[src/rtl/core/cvs_pkg.sv]
package cvs_pkg;

    localparam int SCORE_W     = 16;
    localparam int CLASS_W     = 3;
    localparam int COUNT_W     = 3;
    localparam int POS_W       = 3;
    localparam int MAX_CLASSES = 8;
    localparam int IN_DATA_W   = MAX_CLASSES * SCORE_W;
    localparam int OUT_DATA_W  = 24;

    localparam int CLASS_COUNT_DEF = 4;
    localparam int WINDOW_LEN_DEF  = 5;

    typedef logic [SCORE_W-1:0] t_score;
    typedef logic [CLASS_W-1:0] t_class;
    typedef logic [COUNT_W-1:0] t_count;

    // 0.70 in unsigned q0.16
    localparam t_score THRESH_RESET = 16'd45875;

    // per-lane vote update for one transaction
    typedef struct packed {
        logic en;
        logic inc;
        logic dec;
    } t_lane_ctrl;

endpackage

[src/rtl/core/cvs_lane.sv]
module cvs_lane (
    input  logic               i_clk,
    input  logic               i_rst_n,
    input  cvs_pkg::t_lane_ctrl i_ctrl,
    output cvs_pkg::t_count    o_count_next
);

    cvs_pkg::t_count r_count;
    cvs_pkg::t_count n_count;
    cvs_pkg::t_count w_mid;
    logic            w_dec_ok;
    logic            w_inc_ok;

    // retire first, then add; both saturate
    always_comb begin
        w_dec_ok = i_ctrl.dec && (r_count != '0);
        w_mid    = r_count - cvs_pkg::t_count'(w_dec_ok);
        w_inc_ok = i_ctrl.inc && (w_mid != '1);
        n_count  = i_ctrl.en ? (w_mid + cvs_pkg::t_count'(w_inc_ok)) : r_count;
    end

    always_ff @(posedge i_clk) begin
        if (!i_rst_n) begin
            r_count <= '0;
        end else begin
            r_count <= n_count;
        end
    end

    assign o_count_next = n_count;

endmodule

[src/rtl/core/cvs_vote_merge.sv]
module cvs_vote_merge #(
    parameter int CLASS_COUNT = cvs_pkg::CLASS_COUNT_DEF
) (
    input  cvs_pkg::t_count i_counts [CLASS_COUNT],
    input  cvs_pkg::t_score i_scores [CLASS_COUNT],
    input  cvs_pkg::t_score i_threshold,
    output cvs_pkg::t_class o_voted,
    output cvs_pkg::t_score o_score,
    output logic            o_confident
);

    cvs_pkg::t_count w_best_cnt;
    cvs_pkg::t_class w_best_idx;
    cvs_pkg::t_score w_best_score;

    // later class wins only on a strictly greater count
    always_comb begin
        w_best_cnt   = i_counts[0];
        w_best_idx   = '0;
        w_best_score = i_scores[0];
        for (int i = 1; i < CLASS_COUNT; i++) begin
            if (i_counts[i] > w_best_cnt) begin
                w_best_cnt   = i_counts[i];
                w_best_idx   = cvs_pkg::CLASS_W'(i);
                w_best_score = i_scores[i];
            end
        end
    end

    assign o_voted     = w_best_idx;
    assign o_score     = w_best_score;
    assign o_confident = (w_best_score >= i_threshold);

endmodule

[src/rtl/core/class_vote_smoother.sv]
// class_vote_smoother: sliding-window majority vote over the per-frame best class
//
// s_axis carries one frame per transaction: eight unsigned q0.16 class scores,
// only the first CLASS_COUNT of which take part. m_axis returns one transaction
// per frame: the frame's best class, the class with most votes over the last
// WINDOW_LEN frames, that class's score in this frame and a confidence flag.
// i_cfg_wr_en / i_cfg_wr_data write the confidence threshold.
//
// an accepted frame is registered in stage one, then in the output register;
// one frame is taken every cycle unless m_axis stalls. stage one registers
// the scores and the frame argmax, stage two updates the history ring and
// the per-class vote lanes and runs the vote merge into the output register.
//
// reset empties the history ring, clears every vote count and the ring pointer
// and loads the threshold with 0.70. when the receiver stalls the output
// register holds its transaction, stage one still fills if empty, and
// s_axis_tready drops only once both stages hold a transaction.
module class_vote_smoother #(
    parameter int CLASS_COUNT = cvs_pkg::CLASS_COUNT_DEF,
    parameter int WINDOW_LEN  = cvs_pkg::WINDOW_LEN_DEF
) (
    input  logic                           i_clk,
    input  logic                           i_rst_n,
    // score_0 .. score_7, 16 bits each, score_0 lowest
    input  logic [cvs_pkg::IN_DATA_W-1:0]  s_axis_tdata,
    input  logic                           s_axis_tvalid,
    output logic                           s_axis_tready,
    // frame_best_class[2:0], voted_class[5:3], voted_score[21:6], confident[22]
    output logic [cvs_pkg::OUT_DATA_W-1:0] m_axis_tdata,
    output logic                           m_axis_tvalid,
    input  logic                           m_axis_tready,
    input  logic                           i_cfg_wr_en,
    input  logic [cvs_pkg::SCORE_W-1:0]    i_cfg_wr_data
);

    // threshold register
    cvs_pkg::t_score r_threshold;

    always_ff @(posedge i_clk) begin
        if (!i_rst_n) begin
            r_threshold <= cvs_pkg::THRESH_RESET;
        end else if (i_cfg_wr_en) begin
            r_threshold <= i_cfg_wr_data;
        end
    end

    // handshake: each stage moves when the one after it is free
    logic r_s1_valid;
    logic r_out_valid;
    logic w_out_free;
    logic w_s1_free;
    logic w_in_acc;
    logic w_adv;

    assign w_out_free    = !r_out_valid || m_axis_tready;
    assign w_s1_free     = !r_s1_valid || w_out_free;
    assign w_in_acc      = s_axis_tvalid && w_s1_free;
    assign w_adv         = r_s1_valid && w_out_free;
    assign s_axis_tready = w_s1_free;

    // stage one: unpack scores and find the frame's best class
    cvs_pkg::t_score w_in_scores [CLASS_COUNT];
    cvs_pkg::t_score w_frame_max;
    cvs_pkg::t_class w_frame_best;

    always_comb begin
        for (int i = 0; i < CLASS_COUNT; i++) begin
            w_in_scores[i] = s_axis_tdata[i*cvs_pkg::SCORE_W +: cvs_pkg::SCORE_W];
        end
        // lowest index wins ties
        w_frame_max  = w_in_scores[0];
        w_frame_best = '0;
        for (int i = 1; i < CLASS_COUNT; i++) begin
            if (w_in_scores[i] > w_frame_max) begin
                w_frame_max  = w_in_scores[i];
                w_frame_best = cvs_pkg::CLASS_W'(i);
            end
        end
    end

    cvs_pkg::t_score r_s1_scores [CLASS_COUNT];
    cvs_pkg::t_class r_s1_best;

    always_ff @(posedge i_clk) begin
        if (!i_rst_n) begin
            r_s1_valid <= 1'b0;
        end else if (w_s1_free) begin
            r_s1_valid <= s_axis_tvalid;
        end
    end

    always_ff @(posedge i_clk) begin
        if (w_in_acc) begin
            r_s1_scores <= w_in_scores;
            r_s1_best   <= w_frame_best;
        end
    end

    // history ring: class payload plus a valid bit per entry
    cvs_pkg::t_class              r_ring_class [WINDOW_LEN];
    logic [WINDOW_LEN-1:0]        r_ring_valid;
    logic [cvs_pkg::POS_W-1:0]    r_pos;
    logic [cvs_pkg::POS_W-1:0]    n_pos;
    cvs_pkg::t_class              w_old_class;
    logic                         w_old_valid;

    always_comb begin
        w_old_class = '0;
        w_old_valid = 1'b0;
        for (int j = 0; j < WINDOW_LEN; j++) begin
            if (r_pos == cvs_pkg::POS_W'(j)) begin
                w_old_class = r_ring_class[j];
                w_old_valid = r_ring_valid[j];
            end
        end
        // wrap back to the first entry after the last
        if (r_pos == cvs_pkg::POS_W'(WINDOW_LEN - 1)) begin
            n_pos = '0;
        end else begin
            n_pos = r_pos + cvs_pkg::POS_W'(1);
        end
    end

    always_ff @(posedge i_clk) begin
        if (!i_rst_n) begin
            r_pos        <= '0;
            r_ring_valid <= '0;
        end else if (w_adv) begin
            r_pos <= n_pos;
            for (int j = 0; j < WINDOW_LEN; j++) begin
                if (r_pos == cvs_pkg::POS_W'(j)) begin
                    r_ring_valid[j] <= 1'b1;
                end
            end
        end
    end

    always_ff @(posedge i_clk) begin
        if (w_adv) begin
            for (int j = 0; j < WINDOW_LEN; j++) begin
                if (r_pos == cvs_pkg::POS_W'(j)) begin
                    r_ring_class[j] <= r_s1_best;
                end
            end
        end
    end

    // vote lanes, one per class: retire the overwritten entry, add the new one
    cvs_pkg::t_lane_ctrl w_lane_ctrl [CLASS_COUNT];
    cvs_pkg::t_count     w_count_next [CLASS_COUNT];

    for (genvar g = 0; g < CLASS_COUNT; g++) begin : g_lane
        always_comb begin
            w_lane_ctrl[g].en  = w_adv;
            w_lane_ctrl[g].inc = (r_s1_best == cvs_pkg::CLASS_W'(g));
            w_lane_ctrl[g].dec = w_old_valid && (w_old_class == cvs_pkg::CLASS_W'(g));
        end

        cvs_lane u_lane (
            .i_clk        (i_clk),
            .i_rst_n      (i_rst_n),
            .i_ctrl       (w_lane_ctrl[g]),
            .o_count_next (w_count_next[g])
        );
    end

    // merge the lanes' updated counts into the vote winner
    cvs_pkg::t_class w_voted;
    cvs_pkg::t_score w_voted_score;
    logic            w_confident;

    cvs_vote_merge #(
        .CLASS_COUNT (CLASS_COUNT)
    ) u_merge (
        .i_counts    (w_count_next),
        .i_scores    (r_s1_scores),
        .i_threshold (r_threshold),
        .o_voted     (w_voted),
        .o_score     (w_voted_score),
        .o_confident (w_confident)
    );

    // output register
    cvs_pkg::t_class r_out_best;
    cvs_pkg::t_class r_out_voted;
    cvs_pkg::t_score r_out_score;
    logic            r_out_conf;

    always_ff @(posedge i_clk) begin
        if (!i_rst_n) begin
            r_out_valid <= 1'b0;
        end else if (w_out_free) begin
            r_out_valid <= r_s1_valid;
        end
    end

    always_ff @(posedge i_clk) begin
        if (w_adv) begin
            r_out_best  <= r_s1_best;
            r_out_voted <= w_voted;
            r_out_score <= w_voted_score;
            r_out_conf  <= w_confident;
        end
    end

    assign m_axis_tvalid = r_out_valid;
    assign m_axis_tdata  = {1'b0, r_out_conf, r_out_score, r_out_voted, r_out_best};

endmodule
[config.mk]
export PLATFORM = sky130hd
export DESIGN_NAME = class_vote_smoother
export DESIGN_NICKNAME = d
export VERILOG_FILES = /design/src/rtl/core/cvs_pkg.sv /design/src/rtl/core/cvs_lane.sv /design/src/rtl/core/cvs_vote_merge.sv /design/src/rtl/core/class_vote_smoother.sv
export SDC_FILE = /design/constraint.sdc
export NUM_CORES = 1
export LEC_CHECK = 0
export ABC_AREA = 1
export BUFFER_PORTS_ARGS = -buffer_cell sky130_fd_sc_hd__buf_2
export CORE_UTILIZATION = 40
export CTS_BUF_LIST = sky130_fd_sc_hd__clkbuf_2
export CTS_CLUSTER_DIAMETER = 50
export DETAILED_ROUTE_END_ITERATION = 6
export REMOVE_ABC_BUFFERS = 1
export SLEW_MARGIN = 20
export SYNTH_ARGS = -nofsm -noshare
export SYNTH_HDL_FRONTEND = slang
export SYNTH_SLANG_ARGS = --single-unit
[constraint.sdc]
create_clock -name i_clk -period 11.4 [get_ports i_clk]
set_input_delay 2.28 -clock i_clk [delete_from_list [all_inputs] [get_ports i_clk]]
set_output_delay 2.28 -clock i_clk [all_outputs]
set_load 0.01 [all_outputs]
* After elaboration in Yosys (flattened, before gate mapping)
Memories as Yosys holds them, arrays and structs flattened.
Cells that the tools add are included.
** Storage, ports and cells
- Register bits :: 128
- Latch bits :: 0
- RAM bits :: 15
- Bits in read-only memories :: 0
- Input bits :: 149
- Memories kept :: 1
** Memory list
- r_ring_class :: words 5, width 3, rd ports 5, clocked after Yosys merged registers in 0, wr ports 1, line class_vote_smoother.sv:100 : cvs_pkg::t_class r_ring_class [WINDOW_LEN];
** Operators by class
- Add/sub/neg operators :: 9
- Multipliers :: 0
- Divide/modulo/power cells :: 0
- Magnitude comparators :: 7
- Equality and inequality tests :: 14
- Shift operators :: 0
- Mux-type cells :: 53
- Bitwise logic cells :: 0
- Reductions and logical operators :: 36
** Operators with widths (count)
- 16-bit 2-to-1 mux :: 5
- 3-bit 2-to-1 mux :: 20
- 16-bit greater-than comparator :: 3
- 1-bit 2-to-1 mux :: 28
- 3-bit by 2-bit == test with 1-bit output, second input constant :: 6
- 16-bit greater-or-equal comparator :: 1
- 1-bit logical AND :: 14
- 3-bit by 1-bit adder with 3-bit output :: 4
- 3-bit != test, second input constant :: 4
- 3-bit nonzero test :: 4
- 3-bit OR reduction :: 4
- 3-bit by 1-bit subtractor with 3-bit output :: 4
- 2-bit AND reduction :: 5
- 3-bit by 1-bit == test with 1-bit output, second input constant :: 3
- 3-bit greater-than comparator :: 3
- 3-bit zero test :: 3
- 2-bit OR reduction :: 2
- 3-bit by 1-bit adder with 3-bit output, second input constant :: 1
- 3-bit == test, second input constant :: 1
- 1-bit zero test :: 2
- 1-bit logical OR :: 2

* Depth between registers and ports, before layout
Gate-level depths: netlist (run 1).
- Depth in word-level cells :: 21
- Depth in mapped cells :: 59

* By module
From an unflattened synthesis (run 1), not the netlist that was laid out.
** Second synthesis, totals
- Cell total of the unflattened synthesis :: 1026
- Area total of the unflattened synthesis :: 8629.5 µm²
** By module, submodules not included
- class_vote_smoother :: times used 1, cells an instance 569, area each 5916.9 µm², seq. area each 3463.3 µm²
- cvs_vote_merge :: times used 1, cells an instance 297, area each 1661.6 µm², seq. area each 0.0 µm²
- cvs_lane :: times used 4, cells an instance 40, area each 262.8 µm², seq. area each 60.1 µm²

* Least setup slack after synthesis (run 1)
Ideal clock, no wire load.
- Kind :: input to register
- From :: in m_axis_tready
- To :: reg r_out_conf (data pin)
- Setup time :: 261 ps
- Arrival :: 7799 ps
- Required time :: 11139 ps
- Path slack :: 3340 ps
- Stages on the path :: 43
- Path through :: inv_2 nand2_2 nand2_4 buf_6 inv_1 or2_1 a21boi_1 ha_1 nand3_1 nand2_1 inv_1 nand2_4 nand2_4 buf_6 nand2_1 o21ai_1 inv_1 ha_1 [... 7 more ...] nand2_1 o21ai_1 ha_1 nand2_1 or2_2 a32o_1 clkbuf_1 clkbuf_1 nand2_1 inv_1 a21oi_1 ha_1 a21oi_1 o21ai_0 nand2_1 o211ai_1 nand2_1 nand3_1
** Between the ends
- Longest elaborated chain between the ends :: 10
- Elaborated cells on any way between the ends :: 15
- Classes of those cells :: 4 x order compare; 9 x mux; 2 x reduce/logical
** RTL lines
- from (decl) :: line class_vote_smoother.sv:31 : input logic m_axis_tready,
- 1-bit logical OR * :: line class_vote_smoother.sv:55 : assign w_out_free = !r_out_valid || m_axis_tready;
- 1-bit logical AND * :: line class_vote_smoother.sv:58 : assign w_adv = r_s1_valid && w_out_free;
- named net w_adv :: line class_vote_smoother.sv:53 : logic w_adv;
- 3-bit 2-to-1 mux * :: line cvs_lane.sv:19 : n_count = i_ctrl.en ? (w_mid + cvs_pkg::t_count'(w_inc_ok)) : r_count;
- named net g_lane[1].u_lane.o_count_next[2] :: line cvs_lane.sv:5 : output cvs_pkg::t_count o_count_next
- 3-bit greater-than comparator :: line cvs_vote_merge.sv:22 : if (i_counts[i] > w_best_cnt) begin
- 3-bit 2-to-1 mux :: line cvs_vote_merge.sv:22
- 3-bit greater-than comparator :: line cvs_vote_merge.sv:22
- 3-bit 2-to-1 mux :: line cvs_vote_merge.sv:22
- 3-bit greater-than comparator :: line cvs_vote_merge.sv:22
- 16-bit 2-to-1 mux * :: line cvs_vote_merge.sv:22
- named net u_merge.o_score[1] :: line cvs_vote_merge.sv:8 : output cvs_pkg::t_score o_score,
- 16-bit greater-or-equal comparator * :: line cvs_vote_merge.sv:32 : assign o_confident = (w_best_score >= i_threshold);
- named net u_merge.o_confident :: line cvs_vote_merge.sv:9 : output logic o_confident
- to (signal assigned) :: line class_vote_smoother.sv:202 : r_out_conf <= w_confident;
- to (decl) :: line class_vote_smoother.sv:187 : logic r_out_conf;
The timed path passes the listed nets; every way through them passes the cells marked *.
A chain may end at the register's enable or synchronous reset.

* Worst setup path in the final report (run 1)
- From :: reg r_pos[0] (netlist bit)
- To :: reg r_out_conf (data pin)
** Between the ends
- Longest elaborated chain between the ends :: 21
- Elaborated cells on any way between the ends :: 56
- Classes of those cells :: 8 x add/sub; 4 x order compare; 11 x eq/ne; 19 x mux; 14 x reduce/logical
** RTL lines
- from (decl) :: line class_vote_smoother.sv:102 : logic [cvs_pkg::POS_W-1:0] r_pos;
- from (signal assigned) :: line class_vote_smoother.sv:129 : r_pos <= n_pos;
- 3-bit zero test :: line class_vote_smoother.sv:111 : if (r_pos == cvs_pkg::POS_W'(j)) begin
- 3-bit 2-to-1 mux (5 in series) :: line class_vote_smoother.sv:111
- 3-bit by 1-bit == test with 1-bit output / 3-bit zero test (equally long branches) :: line class_vote_smoother.sv:156 : w_lane_ctrl[g].dec = w_old_valid && (w_old_class == cvs_pkg::CLASS_W'(g));
- 1-bit logical AND :: line class_vote_smoother.sv:156
- 1-bit logical AND :: line cvs_lane.sv:16 : w_dec_ok = i_ctrl.dec && (r_count != '0);
- 3-bit by 1-bit subtractor with 3-bit output :: line cvs_lane.sv:17 : w_mid = r_count - cvs_pkg::t_count'(w_dec_ok);
- 3-bit != test :: line cvs_lane.sv:18 : w_inc_ok = i_ctrl.inc && (w_mid != '1);
- 1-bit logical AND :: line cvs_lane.sv:18
- [... 3 more ...]
- 3-bit 2-to-1 mux :: line cvs_vote_merge.sv:22
- 3-bit greater-than comparator :: line cvs_vote_merge.sv:22
- 3-bit 2-to-1 mux :: line cvs_vote_merge.sv:22
- 3-bit greater-than comparator :: line cvs_vote_merge.sv:22
- 16-bit 2-to-1 mux * :: line cvs_vote_merge.sv:22
- named net u_merge.o_score[11] :: line cvs_vote_merge.sv:8
- 16-bit greater-or-equal comparator * :: line cvs_vote_merge.sv:32
- named net u_merge.o_confident :: line cvs_vote_merge.sv:9
Marks and branches as above.

==> impl_metrics.tcl, run 1 <==
set metrics [dict create \
    status "finished, final reports clean" \
    layout_min_cycle_time_ns 8.75 \
    r2r-end "r_out_conf$_DFFE_PP_" \
    power_density_nw_per_um2 174 \
    synth-compound-area-share 0.0873 \
    postCtsSetupBuffers 0 \
    num-fill-cells 1995 \
    final_cell_count_no_fill 1305 \
    nNetsFinal 1267 \
    drive_gt1_frac 0.169 \
    numPortBuffers 107 \
    yosys.area_share.adder 0.145 \
    clk_pin_slew_worst_paths_ns 0.19 \
    wire_per_inst_um 14.3 \
    hold_end "r_threshold[2]$_SDFFE_PN0P_" \
    critPathCaptureType "flop" \
    worstMarginPinSlew_ns 1.05 \
    yosysWarnings 0 \
    irDropWorstVdd_uv 68.5 \
    tritoncts "built" \
    area_growth_pct 12.9 \
    drv_slew 0 \
    muxShareOfSynthArea 0.00125 \
    fp.coreArea_um2 19600 \
    clk_latency_ns 0.71 \
    worstHoldPathType "reg -> reg" \
    totalWireLength_mm 18.7 \
    drc_errors 0 \
    grt_use_total 0.193 \
    yosysTopAreaCell "edfxtp_1" \
    critical_path_class "reg -> reg" \
    synth-edff-count 97 \
    initial_core_util 0.410 \
    holdBufCountCts 0 \
    synth_cells 920 \
    synth_top_cell_area_share 0.363 \
    synth_area_leaders "edfxtp_1, ha_1, dfxtp_1" \
    die_h_um 144 \
    synthesis.area_um2 8030 \
    finalHoldViolations 0 \
    finalPower_mw 1.58 \
    drtPass1Iterations 4 \
    yosysSeqAreaShare 0.458 \
    cts_sinks 135 \
    final_common_cell "nand2_1" \
    synthXorXnorAreaFrac 0.00873 \
    rrSetupSlack_ns 2.65 \
    synth_ff_type "edfxtp_1" \
    slowest_stage "a32o_1" \
    layout_common_cells "nand2_1, inv_1, buf_2" \
    finalSetupTns_ns 0 \
    cts_made_buffers 17 \
    r2r_cells 51 \
    synth_area_per_cell_um2 8.72 \
    cp-start-kind "flop" \
    cp_data_required_time_ns 11.88 \
    rsz0062_at_grt "no" \
    holdCritStartpoint "r_threshold[2]$_SDFFE_PN0P_" \
    slew_headroom 0.297 \
    arrival_ns 9.22 \
    hold_depth 2 \
    grt_pass1_vias 5879 \
    ios 175 \
    grt_overflow_total 0 \
    leakagePower_nw 4.46 \
    setup_viol 0 \
    fmaxAchievable_mhz 114 \
    synth-simple-area-share 0.210 \
    grt_max_degree 67 \
    cts_root_buf "clkbuf_2" \
    via_per_inst 4.81 \
    htreeDepth 4 \
    cp_max_fo 24 \
    vias 6277 \
    die_area_um2 20600 \
    fp-row-count 51 \
    drv_cap 0 \
    ys_types 41 \
    place.gp.congestion 0.798 \
    antenna_found_initial 2 \
    dp.cells 1271 \
    dpl.hpwl_mm 13.9 \
    post_cts_resized 0 \
    crit_path_max_incr_delay_ns 0.48 \
    drtAntennaViolNets 0 \
    synth-seq-cells 135 \
    clockBufferDepth 2 \
    async_reset_ff_frac 0 \
    critical_path.startpoint "r_pos[0]$_SDFFE_PN0P_" \
    dr.first_iter.drc_count 257 \
    worstReg2RegStart "r_pos[0]$_SDFFE_PN0P_" \
    grt_pass1_wl_mm 29.7 \
    synth_top_family_by_area "simple AND/OR/NAND/NOR gates" \
    fin_worst_skew_ns 0.0320 \
    die-width_um 144 \
    period_share 0.767 \
]
==> worst max-delay path: cells and delay by family (launching register included) <==
family / cells / cell delay, ns
compound gates: 10 / 2.08
xor+xnor: 2 / 0.37
buf+inv: 8 / 0.66
simple gates: 21 / 2.57
mux: 1 / 0.30
flops: 1 / 0.37
fa+ha+maj: 9 / 2.20
==> where the power goes <==
group          total [mW]  internal, mW  leakage, nW  switching (mW)
Combinational       0.645         0.228         3.06           0.417
Sequential          0.617         0.597         1.24          0.0199
Clock               0.314         0.141        0.155           0.173
==> synth_stat cells (3+ instances only) <==
master / number
buf_4: 4
a21oi_1: 70
dfxtp_1: 38
o21ai_0: 41
xor2_1: 6
nor2_1: 52
and2_1: 16
nand2_1: 162
clkbuf_1: 17
buf_2: 5
nand2_4: 3
o211ai_1: 6
nand3_1: 92
nor3_1: 11
nand2_2: 6
edfxtp_1: 97
inv_1: 145
nand4_1: 5
o21ai_1: 3
buf_6: 3
ha_1: 93
or2_2: 18
==> cells by family after synthesis <==
| group | count (synthesis) |
|---|---|
| AOI/OAI and AO/OA | 131 |
| adders and majority gates | 93 |
| muxes | 1 |
| other | 1 |
| xor gates and xnor gates | 8 |
| DFF | 135 |
| and+or+nand+nor | 372 |
| buffers and inverters | 179 |
==> how the worst max path moves through the flow <==
stage | to | slack (ns) | cells past startpoint
after floorplan | r_out_conf$_DFFE_PP_ | 3.06 | 38
after global placement | r_out_conf$_DFFE_PP_ | 1.96 | 37
after CTS | r_out_conf$_DFFE_PP_ | 2.55 | 48
final | r_out_conf$_DFFE_PP_ | 2.65 | 51
after global routing | r_out_conf$_DFFE_PP_ | 1.68 | 53
after detailed placement | r_out_conf$_DFFE_PP_ | 1.92 | 37
==> state kept, by name, indices dropped and copies added, names as in the netlist, 2 cells and up <==
name                   cells
r_ring_valid               5
r_out_score               16
r_out_voted                2
r_ring_class              10
r_s1_best                  2
r_s1_scores               64
r_pos                      3
g_lane.u_lane.r_count     12
r_out_best                 2
r_threshold               16
==> final cells by class <==
class	instances	area, µm²	share of cell area
well taps	265	332	0.0366
clock inverters	13	161	0.0178
flip-flops and latches	135	3670	0.406
repair buffers	114	588	0.0649
clock buffers	19	95.1	0.0105
inverters	149	559	0.0617
diodes	2	5.00	0.000552
multi-input cells	608	3640	0.402
==> per-layer routing <==
metal	vias to the layer above	track usage	wire (µm)
li1	3269	-	-
met1	2868	0.247	8730
met2	118	0.327	8910
met3	22	0.0330	725
met4	0	0.0638	310
met5	-	0	0
==> through the flow <==
step / hold WS, ns / worst slack (ns) / utilization / cell area, µm²
3_3_place_gp: 0.451 / 1.96 / 0.449 / 8800
6_report: 0.477 / 2.65 / 0.462 / 9060
5_1_grt: 0.504 / 1.68 / 0.462 / 9060
3_5_place_dp: 0.455 / 1.92 / 0.449 / 8800
4_1_cts: 0.483 / 2.55 / 0.462 / 9050
2_1_floorplan: 0.435 / 3.06 / - / 7880
(Power assumes the default switching activity.)
==> inputs of run 2 (changes only) <==
- clock period: 11.4 -> 8.2 ns (I/O delays scaled with it)
==> run 2 against run 1 <==
Critical path depth up 1. Clock power up 42%. Sequential cell count unchanged. Hold slack better by 0.0013 ns. Largest cell class is now multi-input gates.
==> impl_metrics.tcl, run 2 (synthesized netlist as in run 1, its figures left out) <==
set metrics [dict create \
    die-width_um 144 \
    crit_path_max_incr_delay_ns 0.39 \
    rrSetupSlack_ns 0.69 \
    clk_pin_slew_worst_paths_ns 0.16 \
    area_growth_pct 14.6 \
    vias 6296 \
    cp_max_fo 34 \
    drc_errors 0 \
    power_density_nw_per_um2 245 \
    largest_register "r_s1_scores" \
    dr.first_iter.drc_count 280 \
    clockBufferDepth 2 \
    critical_path.startpoint "r_pos[0]$_SDFFE_PN0P_" \
    via_per_inst 4.78 \
    r2r_cells 52 \
    finalSetupTns_ns 0 \
    dpl.hpwl_mm 14.0 \
    fp.coreArea_um2 19600 \
    holdBufCountCts 0 \
    rsz0062_at_grt "no" \
    numPortBuffers 107 \
    path_common_cell "nand2_1" \
    hold_depth 2 \
    finalPower_mw 2.25 \
    worstReg2RegStart "r_pos[0]$_SDFFE_PN0P_" \
    holdCritStartpoint "r_threshold[3]$_SDFFE_PN0P_" \
    utilization 0.469 \
    clk_latency_ns 0.74 \
    cts_made_buffers 17 \
    leakagePower_nw 4.53 \
    r2r-end "r_out_conf$_DFFE_PP_" \
    fin_area_um2 9200 \
    period_share 0.916 \
    worstHoldPathType "reg -> reg" \
    drtPass1Iterations 5 \
    top_regs "r_s1_scores (64), r_out_score (16), r_threshold (16)" \
    cts_root_buf "clkbuf_2" \
    layout_common_cells "nand2_1, inv_1, buf_2" \
    cts_sinks 135 \
    grt_use_total 0.194 \
    grt_pass1_wl_mm 29.7 \
    finalHoldViolations 0 \
    post_cts_resized 0 \
    setup_viol 0 \
    ios 175 \
    irDropWorstVdd_uv 127 \
    worstMarginPinSlew_ns 0.882 \
    tritoncts "built" \
    antenna_found_initial 2 \
    htreeDepth 4 \
    fin_worst_skew_ns 0.0338 \
    drtAntennaViolNets 0 \
    totalWireLength_mm 18.7 \
    hold_end "r_threshold[3]$_SDFFE_PN0P_" \
    placed_area_um2 8890 \
    status "finished, final reports clean" \
    timing.critical_path.buf_inv 8 \
    fp-row-count 51 \
    cp-start-kind "flop" \
    fin_hold_ws_ns 0.479 \
    largest_reg_flops 64 \
    drv_cap 0 \
    wire_per_inst_um 14.2 \
    die_area_um2 20600 \
    grt_overflow_total 0 \
    layout_min_cycle_time_ns 7.51 \
    drv_slew 0 \
    place.gp.congestion 0.805 \
    slowest_stage "dfxtp_1" \
    final_common_cell "nand2_1" \
    cp_data_required_time_ns 8.68 \
    grt_max_degree 67 \
    fmaxAchievable_mhz 133 \
    postCtsSetupBuffers 0 \
    critPathCaptureType "flop" \
    grt_pass1_vias 5875 \
    slew_headroom 0.412 \
    drive_gt1_frac 0.190 \
    die_h_um 144 \
    nNetsFinal 1278 \
    critPathTopFamily "adder cells" \
    critical_path_class "reg -> reg" \
    initial_core_util 0.410 \
    arrival_ns 8.00 \
]
==> run 2: changes by cell type in the layout (fill, tap and decap cells not counted), moves of 2 or more <==
cell and change:
a21oi_1 -4, a21oi_2 +4, buf_4 +10, clkbuf_2 +2, clkinv_1 -3
==> run 2: metrics by stage <==
stage	std cells	setup WS, ns
floorplan	892	0.499
global placement	1282	0.376
detailed placement	1282	0.283
CTS	1314	0.248
global route	1315	0.00326
finish	1316	0.686
==> run 2: how the worst max path moves through the flow <==
stage                     slack (ns)  cells after the start              endpoint
after floorplan                 0.50                     38  r_out_conf$_DFFE_PP_
after global placement          0.38                     52  r_out_conf$_DFFE_PP_
after detailed placement        0.28                     51  r_out_conf$_DFFE_PP_
after CTS                       0.25                     51  r_out_conf$_DFFE_PP_
after global routing           0.003                     54  r_out_conf$_DFFE_PP_
final                           0.69                     52  r_out_conf$_DFFE_PP_
==> run 2: routing by layer <==
layer,share of wire,vias up,wire length [µm],track usage
met5,0,-,0,0
met4,0.016,0,301,0.0638
met3,0.038,26,712,0.0403
met2,0.48,137,8940,0.323
met1,0.47,2846,8710,0.249
li1,-,3287,-,-
==> run 2: worst reg2reg max path, delay by kind of cell (launching register included) <==
family	cells	cell delay (ns)
buf+inv	8	0.63
flops	1	0.39
compound gates	9	1.38
xor+xnor	2	0.37
simple gates	23	2.13
fa+ha+maj	9	2.14
mux	1	0.22
==> run 2: report_power, final <==
group / switching (mW) / internal, mW
combinational: 0.599 / 0.350
clock: 0.243 / 0.202
sequential: 0.0256 / 0.829
total: 0.868 / 1.38
==> run 2: cell type report <==
type / count / area (µm²)
multi-input combinational: 608 / 3680
tap: 265 / 332
inverter: 149 / 559
timing repair buffer: 125 / 683
clock inverter: 11 / 158
fill: 1991 / 10400
clock buffer: 21 / 105
sequential: 135 / 3670
antenna: 2 / 5.00
